[config.mk]
export PLATFORM = sky130hd
export DESIGN_NAME = bubble_sort_engine_unit
export DESIGN_NICKNAME = d
export VERILOG_FILES = /design/src/design/bse_pkg.sv /design/src/design/bubble_sort_engine_unit.sv /design/src/design/bse_ram.sv /design/src/design/bse_dpath.sv /design/src/design/bse_ctrl.sv
export SDC_FILE = /design/constraint.sdc
export NUM_CORES = 1
export LEC_CHECK = 0
export BUFFER_PORTS_ARGS = -buffer_cell sky130_fd_sc_hd__buf_4
export CORE_MARGIN = 2
export CORE_UTILIZATION = 50
export DETAILED_ROUTE_END_ITERATION = 6
export GPL_ROUTABILITY_DRIVEN = 0
export PLACE_DENSITY_LB_ADDON = 0.3
export SYNTH_ARGS = -nofsm -noshare
export SYNTH_HDL_FRONTEND = slang
export SYNTH_HIERARCHICAL = 1
export SYNTH_SLANG_ARGS = --single-unit
[constraint.sdc]
create_clock -name aclk -period 5.1 [get_ports aclk]
set_clock_uncertainty 0.1 [all_clocks]
set_input_delay 0.51 -clock aclk [delete_from_list [all_inputs] [get_ports aclk]]
set_output_delay 0.51 -clock aclk [all_outputs]
set_load 0.1 [all_outputs]
[src/design/bse_pkg.sv]
// ----------------------------------------------------------------------------
// bse_pkg
// Shared constants, payload types, controller states and the command/status
// bundles that link the sort controller with its datapath.
// ----------------------------------------------------------------------------
package bse_pkg;

    localparam int MAX_ITEMS = 8;
    localparam int VAL_W     = 16;
    localparam int IDX_W     = $clog2(MAX_ITEMS);
    localparam int CNT_W     = $clog2(MAX_ITEMS + 1);

    typedef struct packed {
        logic [VAL_W-1:0] value;
        logic             last_in;
    } in_item_t;

    typedef struct packed {
        logic [VAL_W-1:0] sorted_value;
        logic             last_out;
        logic             overflow;
    } out_item_t;

    typedef enum logic [2:0] {
        ST_LOAD,
        ST_PASS_START,
        ST_PASS_FIRST,
        ST_PASS_CMP,
        ST_PASS_END,
        ST_EMIT
    } state_t;

    typedef enum logic [1:0] {
        WR_INPUT,
        WR_MIN,
        WR_CARRY
    } wr_sel_t;

    typedef enum logic [1:0] {
        CARRY_HOLD,
        CARRY_LOAD,
        CARRY_MAX
    } carry_op_t;

    typedef struct packed {
        logic             store_in;
        logic             wr_en;
        wr_sel_t          wr_sel;
        logic [IDX_W-1:0] waddr;
        logic [IDX_W-1:0] raddr;
        carry_op_t        carry_op;
        logic             load_out;
        logic             out_last;
        logic             clear_set;
    } cmd_t;

    typedef struct packed {
        logic [CNT_W-1:0] count;
        logic             full;
        logic             swap;
        logic             out_free;
    } sts_t;

endpackage

[src/design/bubble_sort_engine_unit.sv]
// ----------------------------------------------------------------------------
// bubble_sort_engine_unit
// Collects a set of unsigned 16-bit items, sorts them in ascending order with
// an early-exit bubble sort and returns them with a last marker.
// ----------------------------------------------------------------------------
// Items are taken one per cycle while the block is loading; at most MAX_ITEMS
// are kept and any further item of the set is dropped, which sets overflow on
// every result of that set. The item marked last starts the sort, and no input
// is taken until the final result has been loaded into the output register.
// A single comparator with a carry register walks the store through one RAM
// read port, and the sort stops after the first pass without a swap or after
// n - 1 passes over n live entries. Results are then read out one at a time,
// each waiting for the registered RAM read and for a free output register.
module bubble_sort_engine_unit (
    input  logic                aclk,
    input  logic                aresetn,
    input  logic                s_valid,
    output logic                s_ready,
    input  bse_pkg::in_item_t   s_data,
    output logic                m_valid,
    input  logic                m_ready,
    output bse_pkg::out_item_t  m_data
);

    bse_pkg::cmd_t cmd;
    bse_pkg::sts_t sts;

    bse_ctrl u_ctrl (
        .aclk    (aclk),
        .aresetn (aresetn),
        .s_valid (s_valid),
        .s_last  (s_data.last_in),
        .s_ready (s_ready),
        .sts     (sts),
        .cmd     (cmd)
    );

    bse_dpath u_dpath (
        .aclk    (aclk),
        .aresetn (aresetn),
        .cmd     (cmd),
        .s_data  (s_data),
        .m_ready (m_ready),
        .m_valid (m_valid),
        .m_data  (m_data),
        .sts     (sts)
    );

`ifndef SYNTHESIS
    // A result is only loaded when the output register is empty or draining.
    a_no_overwrite: assert property (@(posedge aclk) disable iff (!aresetn)
        cmd.load_out |-> (!m_valid || m_ready))
        else $error("output register overwritten while holding an item");

    // The item that closes a set makes the block busy on the next cycle.
    a_busy_after_last: assert property (@(posedge aclk) disable iff (!aresetn)
        (s_valid && s_ready && s_data.last_in) |=> !s_ready)
        else $error("input still ready after the last item of a set");

    // A non-last item taken with room left grows the fill count by one.
    a_fill_step: assert property (@(posedge aclk) disable iff (!aresetn)
        (s_valid && s_ready && !s_data.last_in && !sts.full)
        |=> (sts.count == $past(sts.count) + bse_pkg::CNT_W'(1)))
        else $error("fill count did not advance on a stored item");
`endif

endmodule

[src/design/bse_ram.sv]
// ----------------------------------------------------------------------------
// bse_ram
// Generic single-write, single-read RAM with a registered read port.
// ----------------------------------------------------------------------------
module bse_ram #(
    parameter int WIDTH = 16,
    parameter int DEPTH = 8
) (
    input  logic                     aclk,
    input  logic                     we,
    input  logic [$clog2(DEPTH)-1:0] waddr,
    input  logic [WIDTH-1:0]         wdata,
    input  logic [$clog2(DEPTH)-1:0] raddr,
    output logic [WIDTH-1:0]         rdata
);

    logic [WIDTH-1:0] mem [DEPTH];
    logic [WIDTH-1:0] rdata_reg;

    always_ff @(posedge aclk) begin
        if (we) begin
            mem[waddr] <= wdata;
        end
        rdata_reg <= mem[raddr];
    end

    assign rdata = rdata_reg;

endmodule

[src/design/bse_dpath.sv]
// ----------------------------------------------------------------------------
// bse_dpath
// Element store, fill count, drop flag, compare-and-carry register for the
// bubble passes, and the output register.
// ----------------------------------------------------------------------------
module bse_dpath (
    input  logic                 aclk,
    input  logic                 aresetn,
    input  bse_pkg::cmd_t        cmd,
    input  bse_pkg::in_item_t    s_data,
    input  logic                 m_ready,
    output logic                 m_valid,
    output bse_pkg::out_item_t   m_data,
    output bse_pkg::sts_t        sts
);

    logic [bse_pkg::CNT_W-1:0] fill_reg, fill_next;
    logic                      drop_reg, drop_next;
    logic [bse_pkg::VAL_W-1:0] carry_reg, carry_next;
    logic                      out_valid_reg, out_valid_next;
    bse_pkg::out_item_t        out_reg, out_next;

    logic                      full;
    logic                      swap;
    logic [bse_pkg::VAL_W-1:0] rdata;
    logic [bse_pkg::VAL_W-1:0] min_val;
    logic [bse_pkg::VAL_W-1:0] max_val;
    logic                      ram_we;
    logic [bse_pkg::IDX_W-1:0] ram_waddr;
    logic [bse_pkg::VAL_W-1:0] ram_wdata;

    assign full    = (fill_reg == bse_pkg::CNT_W'(bse_pkg::MAX_ITEMS));
    // Strict compare keeps equal values in arrival order.
    assign swap    = (carry_reg > rdata);
    assign min_val = swap ? rdata : carry_reg;
    assign max_val = swap ? carry_reg : rdata;

    always_comb begin
        ram_we    = cmd.wr_en;
        ram_waddr = cmd.waddr;
        ram_wdata = carry_reg;
        case (cmd.wr_sel)
            bse_pkg::WR_INPUT: begin
                ram_we    = cmd.wr_en && !full;
                ram_waddr = fill_reg[bse_pkg::IDX_W-1:0];
                ram_wdata = s_data.value;
            end
            bse_pkg::WR_MIN: begin
                ram_wdata = min_val;
            end
            bse_pkg::WR_CARRY: begin
                ram_wdata = carry_reg;
            end
            default: begin
                ram_we = 1'b0;
            end
        endcase
    end

    bse_ram #(
        .WIDTH (bse_pkg::VAL_W),
        .DEPTH (bse_pkg::MAX_ITEMS)
    ) u_ram (
        .aclk  (aclk),
        .we    (ram_we),
        .waddr (ram_waddr),
        .wdata (ram_wdata),
        .raddr (cmd.raddr),
        .rdata (rdata)
    );

    always_comb begin
        fill_next = fill_reg;
        drop_next = drop_reg;
        if (cmd.clear_set) begin
            fill_next = '0;
            drop_next = 1'b0;
        end else if (cmd.store_in) begin
            if (full) begin
                drop_next = 1'b1;
            end else begin
                fill_next = fill_reg + bse_pkg::CNT_W'(1);
            end
        end
    end

    always_comb begin
        case (cmd.carry_op)
            bse_pkg::CARRY_LOAD: carry_next = rdata;
            bse_pkg::CARRY_MAX:  carry_next = max_val;
            default:             carry_next = carry_reg;
        endcase
    end

    always_comb begin
        out_valid_next = out_valid_reg;
        out_next       = out_reg;
        if (cmd.load_out) begin
            out_valid_next        = 1'b1;
            out_next.sorted_value = rdata;
            out_next.last_out     = cmd.out_last;
            out_next.overflow     = drop_reg;
        end else if (m_ready) begin
            out_valid_next = 1'b0;
        end
    end

    always_ff @(posedge aclk) begin
        if (!aresetn) begin
            fill_reg      <= '0;
            drop_reg      <= 1'b0;
            out_valid_reg <= 1'b0;
        end else begin
            fill_reg      <= fill_next;
            drop_reg      <= drop_next;
            out_valid_reg <= out_valid_next;
        end
        carry_reg <= carry_next;
        out_reg   <= out_next;
    end

    assign m_valid      = out_valid_reg;
    assign m_data       = out_reg;
    assign sts.count    = fill_reg;
    assign sts.full     = full;
    assign sts.swap     = swap;
    assign sts.out_free = !out_valid_reg || m_ready;

endmodule

[src/design/bse_ctrl.sv]
// ----------------------------------------------------------------------------
// bse_ctrl
// Sequencer for loading, bubble passes with early exit, and result readout.
// ----------------------------------------------------------------------------
module bse_ctrl (
    input  logic              aclk,
    input  logic              aresetn,
    input  logic              s_valid,
    input  logic              s_last,
    output logic              s_ready,
    input  bse_pkg::sts_t     sts,
    output bse_pkg::cmd_t     cmd
);

    bse_pkg::state_t           state_reg, state_next;
    logic [bse_pkg::IDX_W-1:0] k_reg, k_next;
    logic [bse_pkg::IDX_W-1:0] top_reg, top_next;
    logic [bse_pkg::IDX_W-1:0] last_idx_reg, last_idx_next;
    logic [bse_pkg::IDX_W-1:0] e_reg, e_next;
    logic                      rd_ok_reg, rd_ok_next;
    logic                      moved_reg, moved_next;

    logic                      accept;
    logic [bse_pkg::IDX_W-1:0] n_last;
    logic                      load_out;
    logic                      emit_last;
    logic                      sort_done;

    assign s_ready   = (state_reg == bse_pkg::ST_LOAD);
    assign accept    = s_valid && s_ready;
    // Index of the final stored element once the current item has been taken.
    assign n_last    = sts.full ? bse_pkg::IDX_W'(bse_pkg::MAX_ITEMS - 1)
                                : sts.count[bse_pkg::IDX_W-1:0];
    assign load_out  = (state_reg == bse_pkg::ST_EMIT) && rd_ok_reg && sts.out_free;
    assign emit_last = (e_reg == last_idx_reg);
    assign sort_done = !moved_reg || (top_reg == bse_pkg::IDX_W'(1));

    always_comb begin
        state_next = state_reg;
        case (state_reg)
            bse_pkg::ST_LOAD: begin
                if (accept && s_last) begin
                    if (n_last == '0) begin
                        state_next = bse_pkg::ST_EMIT;
                    end else begin
                        state_next = bse_pkg::ST_PASS_START;
                    end
                end
            end
            bse_pkg::ST_PASS_START: state_next = bse_pkg::ST_PASS_FIRST;
            bse_pkg::ST_PASS_FIRST: state_next = bse_pkg::ST_PASS_CMP;
            bse_pkg::ST_PASS_CMP: begin
                if (k_reg == top_reg) begin
                    state_next = bse_pkg::ST_PASS_END;
                end
            end
            bse_pkg::ST_PASS_END: begin
                if (sort_done) begin
                    state_next = bse_pkg::ST_EMIT;
                end else begin
                    state_next = bse_pkg::ST_PASS_START;
                end
            end
            bse_pkg::ST_EMIT: begin
                if (load_out && emit_last) begin
                    state_next = bse_pkg::ST_LOAD;
                end
            end
            default: state_next = bse_pkg::ST_LOAD;
        endcase
    end

    always_comb begin
        cmd          = '0;
        cmd.wr_sel   = bse_pkg::WR_INPUT;
        cmd.carry_op = bse_pkg::CARRY_HOLD;
        case (state_reg)
            bse_pkg::ST_LOAD: begin
                cmd.store_in = accept;
                cmd.wr_en    = accept;
            end
            bse_pkg::ST_PASS_START: begin
                cmd.raddr = '0;
            end
            bse_pkg::ST_PASS_FIRST: begin
                cmd.raddr    = bse_pkg::IDX_W'(1);
                cmd.carry_op = bse_pkg::CARRY_LOAD;
            end
            bse_pkg::ST_PASS_CMP: begin
                // The smaller of the pair settles one slot down; the larger rides on.
                cmd.raddr    = k_reg + bse_pkg::IDX_W'(1);
                cmd.wr_en    = 1'b1;
                cmd.wr_sel   = bse_pkg::WR_MIN;
                cmd.waddr    = k_reg - bse_pkg::IDX_W'(1);
                cmd.carry_op = bse_pkg::CARRY_MAX;
            end
            bse_pkg::ST_PASS_END: begin
                cmd.wr_en  = 1'b1;
                cmd.wr_sel = bse_pkg::WR_CARRY;
                cmd.waddr  = top_reg;
            end
            bse_pkg::ST_EMIT: begin
                cmd.raddr     = e_reg;
                cmd.load_out  = load_out;
                cmd.out_last  = emit_last;
                cmd.clear_set = load_out && emit_last;
            end
            default: begin
                cmd.store_in = 1'b0;
            end
        endcase
    end

    always_comb begin
        k_next        = k_reg;
        top_next      = top_reg;
        last_idx_next = last_idx_reg;
        e_next        = e_reg;
        rd_ok_next    = rd_ok_reg;
        moved_next    = moved_reg;
        case (state_reg)
            bse_pkg::ST_LOAD: begin
                if (accept && s_last) begin
                    last_idx_next = n_last;
                    top_next      = n_last;
                    e_next        = '0;
                    rd_ok_next    = 1'b0;
                end
            end
            bse_pkg::ST_PASS_FIRST: begin
                k_next     = bse_pkg::IDX_W'(1);
                moved_next = 1'b0;
            end
            bse_pkg::ST_PASS_CMP: begin
                moved_next = moved_reg || sts.swap;
                if (k_reg != top_reg) begin
                    k_next = k_reg + bse_pkg::IDX_W'(1);
                end
            end
            bse_pkg::ST_PASS_END: begin
                if (sort_done) begin
                    e_next     = '0;
                    rd_ok_next = 1'b0;
                end else begin
                    top_next = top_reg - bse_pkg::IDX_W'(1);
                end
            end
            bse_pkg::ST_EMIT: begin
                // Read data is valid in the cycle after the address changes.
                if (load_out) begin
                    e_next     = e_reg + bse_pkg::IDX_W'(1);
                    rd_ok_next = 1'b0;
                end else begin
                    rd_ok_next = 1'b1;
                end
            end
            default: begin
                k_next = k_reg;
            end
        endcase
    end

    always_ff @(posedge aclk) begin
        if (!aresetn) begin
            state_reg <= bse_pkg::ST_LOAD;
            rd_ok_reg <= 1'b0;
            moved_reg <= 1'b0;
        end else begin
            state_reg <= state_next;
            rd_ok_reg <= rd_ok_next;
            moved_reg <= moved_next;
        end
        k_reg        <= k_next;
        top_reg      <= top_next;
        last_idx_reg <= last_idx_next;
        e_reg        <= e_next;
    end

endmodule

# Word level (Yosys, flattened, before mapping)
# Memory sizes are Yosys's and may differ from the RTL's. A register that Yosys moved wholly into a read port is not among the register bits.
# Index checks and enable logic that the tools add are counted.
[totals]
register_bits = 57
latch_bits = 0
mem_bits_rw = 128
mem_bits_ro = 0
wordCells = 114
memories = 1
[op_classes]
addsub = 5
multipliers = 0
div_mod_pow = 0
magnitude_cmp = 1
eq_ne = 22
n_shift = 0
mux = 37
n_bitwise = 2
reduce_logical = 32
[memory_table]
columns = ["memory", "depth", "word_bits", "read_ports", "rd_clocked_by_memory_dff", "wr", "line", "source"]
rows = [
  ["u_dpath.u_ram.mem", 8, 16, 1, 1, 1, "bse_ram.sv:17", "logic [WIDTH-1:0] mem [DEPTH];"],
]
[ops]
columns = ["op", "count"]
rows = [
  ["$pmux 16 s2", 2],
  ["$mux 3", 14],
  ["$mux 16", 2],
  ["$pmux 3 s3", 2],
  ["$pmux 3 s6", 1],
  ["$gt 16x16->1", 1],
  ["$pmux 3 s2", 2],
  ["$pmux 5 s2", 1],
  ["$reduce_and 2->1", 5],
  ["$reduce_and 3->1", 3],
  ["$mux 1", 8],
  ["$ne 2x1->1 const B", 4],
  ["$ne 2x2->1 const B", 4],
  ["$reduce_bool 2->1", 4],
  ["$add 3x1->3 const B", 2],
  ["$eq 3x1->1 const B", 2],
  ["$eq 3x2->1 const B", 2],
  ["$eq 3x3->1", 2],
  ["$eq 3x3->1 const B", 2],
  ["$logic_and 1x1->1", 6],
  ["$logic_not 3->1", 2],
  ["$pmux 1 s2", 3],
  ["$reduce_or 2->1", 3],
  ["$sub 3x1->3 const B", 2],
  ["13 further kinds", 20],
]

# Longest topological paths before layout
# Gate-level depths: netlist of the first run.
[depth]
depth_word = 7
mapped_depth = 12
depth_no_buf = 9

# Modules after synthesis
# The synthesis of the first run kept the hierarchy.
[modules_own_cells]
columns = ["module", "n_inst", "cells_per_inst", "area_each_um2", "seq_area_each_um2"]
rows = [
  ["bse_ram", 1, 214, 5293.8, 4164.0],
  ["bse_dpath", 1, 252, 2517.4, 1141.1],
  ["bse_ctrl", 1, 115, 1079.8, 460.4],
]

# Worst setup path after synthesis of the first run
# Ideal clock, no wire load.
[synth_path]
kind = "flip-flop to flip-flop"
start = "register u_ctrl.state_reg[0]"
end = "memory u_dpath.u_ram.mem[0][0], enable pin"
setup_ps = 409
arrival_time_ps = 4626
t_required_ps = 4591
slack_ps = -35
stages_incl_launch_ff = 8
path_buffers = 1
cell_sequence = "dfxtp_1 buf_4 nor3_1 and2_1 or3_1 nor3b_1 nand2b_1 nor3_1"
[synth_lines]
columns = ["item", "line", "source"]
rows = [
  ["start: declaration", "bse_ctrl.sv:15", "bse_pkg::state_t state_reg, state_next;"],
  ["start signal: assignment", "bse_ctrl.sv:165", "state_reg <= bse_pkg::ST_LOAD;"],
  ["start signal: assignment", "bse_ctrl.sv:169", "state_reg <= state_next;"],
  ["end: declaration", "bse_ram.sv:17", ""],
]

==> qor.yml, run 1 <==
routing:
  drt_wl_total_um: 18000
  drtAntennaViolNets: 0
  viasPerCell: 5.83
  drc_errors: 0
  vias: 5063
  wire_per_inst_um: 20.7
  dr.pass1.iters: 5
  drt_iter0_drc: 434
floorplan:
  start_util_pct: 51.2
  coreArea_um2: 17400
  io_pins: 41
  die_w_um: 137
  die_area_um2: 18900
  die_h_um: 137
  row_count: 48
timing:
  setup_viol: 0
  period_share_pct: 74.3
  worstMarginPinSlew_ps: 1220
  rsz0062_at_grt: "no"
  max_freq_ghz: 0.264
  worst_slack_ps: 1310
  drv_slew: 0
  hold_viol: 0
  whs_ps: 210
  fin_crit_ps: 3790
  setup_tns_ps: 0
  max_slew_margin_pct: 18.8
pwr:
  combPwrFrac_pct: 30.0
  p_seq_share_pct: 45.0
  p_clk_share_pct: 24.9
  switchingPower_mw: 1.85
  ir_drop_v: 0.000264
  intPower_mw: 3.75
  finalPower_mw: 5.59
  p_leak_nw: 3.63
  cellPowerDensity_nw_per_um2: 558
  p_sw_share_pct: 33.0
synthesis:
  synth_seq_cells: 201
  syn_inst: 581
  synthFlopType: "edfxtp_1"
  async_flop_share_pct: 0
  syn_area_per_cell_um2: 15.3
  ys_types: 54
  netlist_area_um2: 8890
  ys_warn_count: 6
  yosysSeqAreaShare_pct: 64.8
  synth_nets: 628
  synth_edf_count: 174
setup_path:
  end_kind: "flop"
  crit_chain: "ha_1 -> and4_4 -> and2_4 -> a221o_1 -> o31a_1 -> o21ai_2"
  crit_path_max_incr_delay_ps: 900
  critPathRequiredTime_ps: 5110
  arrival_ps: 3800
  path_max_fanout: 18
  start_kind: "flop"
  crit_path_top_delay_cell: "o21ai_2"
  worstSetupPathType: "reg2reg"
  r2r_cells: 6
global_route:
  grt_pass1_wl_um: 27500
  grt_pass1_vias: 4919
  grt_remaining_overflow: 0
  grt_util_all_layers_pct: 19.6
  antenna_found_initial: 0
  grt_max_degree: 34
finish:
  largest_reg_flops: 128
  post-route-util_pct: 57.8
  fillers: 1297
  top_register: "u_dpath/u_ram/mem"
  final_common_cell: "edfxtp_1"
  syn_to_final_growth_pct: 12.8
  instances_no_fill: 868
  layout_common_cells: "edfxtp_1, buf_4, nand2_1"
  nets: 675
  final_layout_size_suffix_gt1_share_pct: 20.5
  ff_latch_area_um2: 5770
  fin_area_um2: 10000
  multi_input_area_um2: 2810
  n_antenna_cell: 0
clock_tree:
  root_buffer: "clkbuf_16"
  h-tree-depth: 1
  clk_pin_slew_ps: 60
  cts_buffers: 21
  tritoncts: "yes"
  holdBufCountCts: 0
  cts_setup_buffers: 0
  post_cts_resized: 0
  clock_latency_ps: 500
  clk_path_buf_depth: 3
  clock_sinks: 201
placement:
  io_buffers: 40
  pre_cts_ws_ps: 1350
  dpl.hpwl_um: 11500
  place_area_um2: 9400
  dp.cells: 830
status:
  run_status: "finished, final reports clean"
flow_run:
  drv_cap: 0
worst_hold_path:
  holdPathStages: 3
  worstHoldPathType: "in2reg"
cells by family (layout without fill, tap and decap cells):
group,after synthesis,in the layout,synth area share [%]
adders and majority gates,26,26,3.66
muxes,52,52,11.8
and+or+nand+nor,137,137,7.23
xor gates and xnor gates,12,12,1.18
buffers and inverters,63,125,3.70
DFF,201,201,64.8
AOI/OAI and AO/OA,90,90,7.57
layout make-up:
| class | instances | share of cell area, % |
|---|---|---|
| well taps | 225 | 2.81 |
| clock buffers | 29 | 5.84 |
| repair buffers | 55 | 4.12 |
| multi-input cells | 317 | 28.1 |
| flip-flops and latches | 201 | 57.5 |
| clock inverters | 9 | 0.486 |
| inverters | 32 | 1.22 |
critical path: cells and delay by family (launching register included):
family	cells	cell delay, ps
compound gates	3	2170
flops	1	420
fa+ha+maj	1	350
simple gates	2	350
power groups by stage:
stage / sequential, mW / clock (mW) / combinational (mW)
2_1_floorplan: 2.45 / 0 / 1.34
3_5_place_dp: 2.55 / 0 / 1.67
6_report: 2.52 / 1.39 / 1.68
4_1_cts: 2.52 / 1.42 / 1.67
3_3_place_gp: 2.52 / 0 / 1.61
5_1_grt: 2.55 / 1.50 / 1.83
Yosys cell counts (all sizes together) (7+ instances only):
cell	instances	area (µm²)
xor2	7	61.3
a21oi	15	75.1
nand2b	7	43.8
o211ai	18	180
o21ai	7	38.8
buf	18	156
edfxtp	174	5230
nand3	7	35.0
a22oi	16	120
nor2	37	139
clkbuf	13	50.0
ha	26	325
inv	32	123
nand2	54	203
o31ai	18	135
mux4	32	826
mux2	19	214
dfxtp	27	541
per-layer routing:
metal / wire (µm) / GRT usage (%)
met1: 8270 / 28.4
met2: 8480 / 30.7
met3: 1010 / 3.75
met4: 222 / 4.93
met5: 0 / 0
final timing paths:
| kind | startpoint | endpoint | slack (ps) |
|---|---|---|---|
| setup / recovery | u_dpath/carry_reg[11] | u_dpath/carry_reg[1] | 1310 |
| hold / removal | aresetn | u_ctrl/state_reg[2] | 210 |
| setup reg to reg | u_dpath/carry_reg[11] | u_dpath/carry_reg[1] | 1310 |
| hold reg to reg | u_dpath/drop_reg | u_dpath/m_data[0] | 350 |
(Power assumes the default switching activity.)
==> run 2: changes to the inputs <==
Clock period 5.1 ns to 3.2 ns, I/O delays scaled along.
==> qor.yml, run 2 (same netlist as run 1, synthesis figures left out) <==
routing:
  vias: 5170  # +2.1%
  dr.pass1.iters: 5  # unchanged
  drc_errors: 0  # unchanged
  drt_wl_total_um: 18400  # +2.2%
  drtAntennaViolNets: 0  # unchanged
  drt_iter0_drc: 492  # +13%
  viasPerCell: 5.86  # +0.38%
  wire_per_inst_um: 20.8  # +0.45%
pwr:
  p_seq_share_pct: 42.8  # -2.2 points
  p_clk_share_pct: 26.7  # +1.8 points
  ir_drop_v: 0.000581  # +120%
  switchingPower_mw: 2.99  # +62%
  finalPower_mw: 9.37  # +67%
  intPower_mw: 6.37  # +70%
  p_leak_nw: 3.76  # +3.6%
  p_sw_share_pct: 32.0  # -1.0 points
  cellPowerDensity_nw_per_um2: 913  # +64%
  combPwrFrac_pct: 30.4  # +0.4 points
finish:
  syn_to_final_growth_pct: 15.4
  final_layout_size_suffix_gt1_share_pct: 22.9  # +2.4 points
  instances_no_fill: 883  # +1.7%
  top_register: "u_dpath/u_ram/mem"
  layout_common_cells: "edfxtp_1, buf_4, nand2_1"
  fin_area_um2: 10300  # +2.3%
  nets: 690  # +2.2%
  post-route-util_pct: 59.1  # +1.3 points
  largest_reg_flops: 128  # unchanged
  final_common_cell: "edfxtp_1"
  n_antenna_cell: 0  # unchanged
setup_path:
  r2r_cells: 6  # unchanged
  crit_path_max_incr_delay_ps: 630  # -270 ps
  critical_path_buf_inv_count: 0  # unchanged
  path_max_fanout: 9  # -9
  start_kind: "flop"
  critPathRequiredTime_ps: 3290  # -1820 ps
  cp.depth: 6  # unchanged
  end_kind: "flop"
  arrival_ps: 3050  # -750 ps
  crit_path_top_delay_cell: "o211ai_1"
  crit_chain: "ha_1 -> and4_4 -> and2_4 -> a221o_1 -> o31a_1 -> o211ai_1"
  worstSetupPathType: "reg2reg"
  cp_top_family: "compound AO/OA/AOI/OAI gates"
floorplan:
  die_w_um: 137  # unchanged
  start_util_pct: 51.2  # unchanged
  die_area_um2: 18900  # unchanged
  coreArea_um2: 17400  # unchanged
  row_count: 48  # unchanged
  io_pins: 41  # unchanged
  die_h_um: 137  # unchanged
placement:
  pre_cts_ws_ps: 324  # -1030 ps
  dpl.hpwl_um: 11900  # +3.5%
  io_buffers: 40  # unchanged
  dp.cells: 845  # +1.8%
  place_area_um2: 9540  # +1.5%
clock_tree:
  root_buffer: "clkbuf_16"
  clk_path_buf_depth: 3  # unchanged
  cts_buffers: 21  # unchanged
  holdBufCountCts: 0  # unchanged
  post_cts_resized: 0  # unchanged
  h-tree-depth: 1  # unchanged
  clock_latency_ps: 500  # about the same
  cts_setup_buffers: 0  # unchanged
  tritoncts: "yes"
  clock_sinks: 201  # unchanged
  clk_pin_slew_ps: 60  # about the same
flow_run:
  drv_cap: 0  # unchanged
global_route:
  grt_pass1_vias: 5121  # +4.1%
  grt_remaining_overflow: 0  # unchanged
  antenna_found_initial: 0  # unchanged
  grt_max_degree: 33  # -2.9%
  grt_pass1_wl_um: 28500  # +3.8%
  grt_util_all_layers_pct: 20.1  # +0.46 points
status:
  run_status: "finished, final reports clean"
timing:
  hold_viol: 0  # unchanged
  rsz0062_at_grt: "no"
  max_slew_margin_pct: 32.3  # +13 points
  drv_slew: 0  # unchanged
  worstMarginPinSlew_ps: 991  # -227 ps
  period_share_pct: 92.6  # +18 points
  fin_crit_ps: 2960  # -826 ps
  worst_slack_ps: 237  # -1070 ps
  setup_viol: 0  # unchanged
  max_freq_ghz: 0.338  # +28%
  setup_tns_ps: 0  # unchanged
  whs_ps: 18.8  # -191 ps
worst_hold_path:
  worstHoldPathType: "in2reg"
  holdPathStages: 3  # unchanged
run 2: power by group through the flow:
stage / Combinational [mW] / Sequential [mW] / Clock, mW
after detailed placement: 2.82 / 4.06 / 0
after global routing: 3.13 / 4.06 / 2.63
after floorplan: 2.15 / 3.91 / 0
final: 2.85 / 4.01 / 2.50
after global placement: 2.75 / 4.03 / 0
after CTS: 2.85 / 4.01 / 2.55
run 2: per-layer routing:
layer / vias to the layer above / global-route usage, % / wire length, µm
li1: 2366 / - / -
met5: - / 0 / 0
met2: 217 / 31.1 / 8410
met3: 26 / 3.64 / 1270
met1: 2561 / 29.4 / 8400
met4: 0 / 5.21 / 297
run 2: cell type report:
class / instances / area, µm²
Fill cell: 1287 / 7100
Sequential cell: 201 / 5770
Multi-Input combinational cell: 317 / 2820
Clock buffer: 30 / 599
Timing Repair Buffer: 70 / 551
Tap cell: 225 / 282
Inverter: 32 / 123
Clock inverter: 8 / 118
run 2: tightest hold or removal path: stages:
cell	delay, ps
buf_4	140
nand3_1	70
a31oi_1	30
run 2: worst paths after layout:
check                             start                       end  slack, ps
setup reg to reg  u_dpath/carry_reg[11]  u_dpath/u_ram/mem[5][15]        240
setup / recovery  u_dpath/carry_reg[11]  u_dpath/u_ram/mem[5][15]        240
hold reg to reg        u_dpath/drop_reg         u_dpath/m_data[0]        340
hold / removal                  aresetn       u_ctrl/state_reg[2]         20
